[src/rtl/core/rec_pkg.sv]
// Package: shared types, constants and helpers of the exponential convolution unit.
package rec_pkg;

  localparam int unsigned NPTS = 1024;
  localparam int unsigned SW   = 16;
  localparam int unsigned RW   = 32;
  localparam int unsigned IW   = 10;
  localparam int unsigned NW   = 11;
  localparam int unsigned DW   = 15;
  localparam int unsigned CIW  = 3;
  localparam int unsigned CDW  = 16;
  localparam int unsigned FRAC = 14;

  localparam logic [NW-1:0]         RST_POINTS = 11'd1024;
  localparam logic signed [SW-1:0]  RST_P      = 16'sd6028;
  localparam logic signed [SW-1:0]  RST_Q      = 16'sd4328;
  localparam logic signed [SW-1:0]  RST_R      = -16'sd849;
  localparam logic [DW-1:0]         RST_DECAY  = 15'd6028;
  localparam logic [NW-1:0]         MIN_POINTS = 11'd3;

  typedef enum logic [CIW-1:0] {
    CFG_POINTS = 3'd0,
    CFG_P      = 3'd1,
    CFG_Q      = 3'd2,
    CFG_R      = 3'd3,
    CFG_DECAY  = 3'd4
  } cfg_reg_e;

  typedef enum logic {
    CMD_LOAD = 1'b0,
    CMD_READ = 1'b1
  } cmd_e;

  typedef enum logic [3:0] {
    ST_IDLE,
    ST_FINIT,
    ST_RC,
    ST_RN,
    ST_RX,
    ST_MUL,
    ST_ACC,
    ST_WB,
    ST_BINIT
  } state_e;

  typedef struct packed {
    logic idle;
    logic init_fwd;
    logic init_bwd;
    logic iss_c;
    logic iss_nb;
    logic iss_x;
    logic mul;
    logic acc;
    logic wb;
  } cmd_t;

  typedef struct packed {
    logic start;
    logic last_j;
    logic bwd;
  } sts_t;

  function automatic logic signed [RW-1:0] sat32(input logic signed [35:0] v);
    logic signed [35:0] hi;
    logic signed [35:0] lo;
    hi = 36'sh07FFFFFFF;
    lo = -36'sh080000000;
    if (v > hi) begin
      return 32'sh7FFFFFFF;
    end else if (v < lo) begin
      return 32'sh80000000;
    end
    return v[RW-1:0];
  endfunction

endpackage

[src/rtl/core/rec_ctrl.sv]
// Controller: sequences the forward and backward sweeps point by point.
module rec_ctrl (
  input  logic           clk_i,
  input  logic           rst_ni,
  input  rec_pkg::sts_t  sts_i,
  output rec_pkg::cmd_t  cmd_o
);

  rec_pkg::state_e state_q, state_d;

  always_ff @(posedge clk_i or negedge rst_ni) begin
    if (!rst_ni) begin
      state_q <= rec_pkg::ST_IDLE;
    end else begin
      state_q <= state_d;
    end
  end

  always_comb begin
    state_d = state_q;
    cmd_o   = '0;
    case (state_q)
      rec_pkg::ST_IDLE: begin
        cmd_o.idle = 1'b1;
        if (sts_i.start) state_d = rec_pkg::ST_FINIT;
      end
      rec_pkg::ST_FINIT: begin
        cmd_o.init_fwd = 1'b1;
        state_d = rec_pkg::ST_RC;
      end
      rec_pkg::ST_RC: begin
        cmd_o.iss_c = 1'b1;
        state_d = rec_pkg::ST_RN;
      end
      rec_pkg::ST_RN: begin
        cmd_o.iss_nb = 1'b1;
        state_d = rec_pkg::ST_RX;
      end
      rec_pkg::ST_RX: begin
        cmd_o.iss_x = 1'b1;
        state_d = rec_pkg::ST_MUL;
      end
      rec_pkg::ST_MUL: begin
        cmd_o.mul = 1'b1;
        state_d = rec_pkg::ST_ACC;
      end
      rec_pkg::ST_ACC: begin
        cmd_o.acc = 1'b1;
        state_d = rec_pkg::ST_WB;
      end
      rec_pkg::ST_WB: begin
        cmd_o.wb = 1'b1;
        if (!sts_i.last_j) begin
          state_d = rec_pkg::ST_RC;
        end else if (sts_i.bwd) begin
          state_d = rec_pkg::ST_IDLE;
        end else begin
          state_d = rec_pkg::ST_BINIT;
        end
      end
      rec_pkg::ST_BINIT: begin
        cmd_o.init_bwd = 1'b1;
        state_d = rec_pkg::ST_RC;
      end
      default: begin
        state_d = rec_pkg::ST_IDLE;
      end
    endcase
  end

endmodule

[config.mk]
export PLATFORM = sky130hd
export DESIGN_NAME = rec_ctrl
export DESIGN_NICKNAME = d
export VERILOG_FILES = /design/src/rtl/core/rec_pkg.sv /design/src/rtl/core/rec_ctrl.sv
export SDC_FILE = /design/constraint.sdc
export NUM_CORES = 1
export LEC_CHECK = 0
export BUFFER_PORTS_ARGS = -buffer_cell sky130_fd_sc_hd__buf_4
export CAP_MARGIN = 40
export CORE_AREA = 2 2 39 41
export CTS_CLUSTER_SIZE = 16
export DETAILED_ROUTE_END_ITERATION = 12
export DIE_AREA = 0 0 41 43
export PLACE_DENSITY = 0.39
export RECOVER_POWER = 100
export REMOVE_ABC_BUFFERS = 1
export SLEW_MARGIN = 40
export SYNTH_ARGS = -nofsm -noshare
export SYNTH_HDL_FRONTEND = slang
export SYNTH_SLANG_ARGS = --single-unit
export TNS_END_PERCENT = 50
[constraint.sdc]
create_clock -name clk_i -period 1.12 [get_ports clk_i]
set_input_delay 0.056 -clock clk_i [delete_from_list [all_inputs] [get_ports clk_i]]
set_output_delay 0.056 -clock clk_i [all_outputs]
set_load 0.1 [all_outputs]
==> results_dict.tcl <==
set metrics [dict create \
    die_h_um 43 \
    dr.pass1.iters 1 \
    n_antenna_cell 0 \
    die_w_um 41 \
    netlist_area_um2 263 \
    largest_register "state_q" \
    root_buffer "clkbuf_4" \
    grt_setup_unrepaired "yes" \
    finalCritPeriodShare_pct 120 \
    io_pins 14 \
    status "finished with violations" \
    vias 290 \
    violations "negative setup slack" \
    globalRouteTotalUtil_pct 8.76 \
    final_antenna_net_count 0 \
    via_per_inst 4.20 \
    synth_top_area_share_pct 38.1 \
    max_slew.worst_pin.slew_ns 0.268 \
    yosysTopAreaCell "dfrtp_1" \
    grt_max_degree 9 \
    ys_seq_elements 4 \
    drtIter0Drc 0 \
    syn-instance-count 28 \
    fmax_mhz 745 \
    largest_reg_flops 4 \
    fill_cells 140 \
    grt_pass1_wl_um 986 \
    cts-buffers-inserted 3 \
    hold_path.class "in2reg" \
    wl_um 686 \
    clock_path_buffers 2 \
    clk_latency_ns 0.23 \
    start_util_pct 19.0 \
    synth_seq_area_share_pct 38.1 \
    hold_violations 0 \
    port_buffers 13 \
    top_regs "state_q (4)" \
    hold_ws_ns 0.107 \
    drive_gt1_share_pct 79.2 \
    ys_top_cells_by_area "dfrtp_1 38%, nor3_1 11%, buf_12 7.6%" \
    dieArea_um2 1760 \
    fin_skew_ns 0.000797 \
    end_kind "primary output" \
    slew_violations 0 \
    gp_congestion 0.653 \
    finalSetupViolations 9 \
    grt_pass1_vias 260 \
    layout_commonest_cell "buf_4" \
    ys_types 14 \
    slew_headroom_pct 82.1 \
    row_count 14 \
    path_class "reg2out" \
    core_area_um2 1380 \
    cts_tree "built" \
    grt-ovfl-total 0 \
    fin_nets 60 \
    cp_max_fo 7 \
    path_clk_slew_ns 0.04 \
    cp-start-kind "register" \
    cp_data_required_time_ns 1.06 \
    antenna_found_initial 0 \
    yosysWarnings 0 \
    period_needed_ns 1.34 \
    timing.final.ws_setup_ns -0.223 \
    drc 0 \
    htreeDepth 1 \
    syn_avg_cell_area_um2 9.38 \
    cap_viol_max_count 0 \
    clock_sinks 4 \
    areaGrowthSynthToFinish_pct 130 \
    worstPathArrival_ns 1.29 \
    avgRoutedWirePerCell_um 9.94 \
    dp_hpwl_um 522 \
    final_cell_mix "12 x buf_4, 5 x buf_6, 4 x buf_12, 4 x dfrtp_2" \
]
-- repair_timing --
action	4_1_cts	5_1_grt
endpoints found under the setup margin	9	10
hold buffers	2	0
pin swaps	2	2
gates resized for setup	22	12
buffers inserted	0	4
hold endpoints to repair	5	0
-- stage by stage --
step                      area, um^2  worst slack, ns  utilization (%)  setup TNS (ns)  std cells
after floorplan                  238            -2.31                -          -13.66         26
after global placement           393          -0.0236             28.4         -0.0669         60
after detailed placement         393          -0.0642             28.4          -0.176         60
after CTS                        520           -0.240             37.6           -1.79         65
after global routing             603           -0.291             43.6           -2.30         69
final                            603           -0.223             43.6           -1.68         69
-- metal layers --
layer | wire length, um | GRT usage (%) | part of all wire, % | vias to the layer above
li1 | - | - | - | 147
met1 | 243 | 9.09 | 35 | 135
met2 | 403 | 12.8 | 59 | 8
met3 | 39 | 3.14 | 5.7 | 0
met4 | 0 | 8.00 | 0 | 0
met5 | 0 | 0 | 0 | -
-- cell type report --
| type | instances | area [um^2] | share of cell area, % |
|---|---|---|---|
| repair buffers | 24 | 250 | 41.5 |
| flip-flops and latches | 4 | 105 | 17.4 |
| clock buffers | 3 | 22.5 | 3.73 |
| inverters | 1 | 3.75 | 0.622 |
| well taps | 16 | 20.0 | 3.32 |
| multi-input cells | 21 | 201 | 33.4 |
-- critical path, cell delays in order (launching register included) --
cell	delay [ns]
dfrtp_2	0.46
nand2b_4	0.18
nor3_4	0.22
buf_12	0.20
-- Yosys cell counts --
cell,count
nand2b_1,2
a21oi_1,1
inv_1,1
nor4_1,2
nor2_1,4
nor4b_2,1
nand2b_4,1
xor2_1,1
buf_12,1
buf_2,1
dfrtp_1,4
o21bai_1,2
nand2_2,1
nor3_1,6
-- cells by family after synthesis --
family,synth area share [%]
and+or+nand+nor,40.0
xor gates and xnor gates,3.33
AOI/OAI and AO/OA,7.62
buffers and inverters,10.9
DFF,38.1
-- final timing paths --
| check | depth (start not counted) | to | slack (ns) | start |
|---|---|---|---|---|
| worst min register to register | 2 | state_q[2]$_DFFE_PN0P_ | 0.63 | state_q[3]$_DFFE_PN0P_ |
| worst max-delay path | 3 | cmd_o[7] | -0.22 | state_q[1]$_DFFE_PN0P_ |
| min in group asynchronous | 2 | state_q[3]$_DFFE_PN0P_ | 0.18 | rst_ni |
| max in group asynchronous | 2 | state_q[0]$_DFFE_PN0P_ | 0.74 | rst_ni |
| worst min-delay path | 3 | state_q[3]$_DFFE_PN0P_ | 0.11 | sts_i[1] |
| worst max register to register | 4 | state_q[1]$_DFFE_PN0P_ | 0.05 | state_q[0]$_DFFE_PN0P_ |
Power is left out: the tool's default activity adds up to more than one toggle a clock period on the data nets, which glitch-free logic cannot reach.
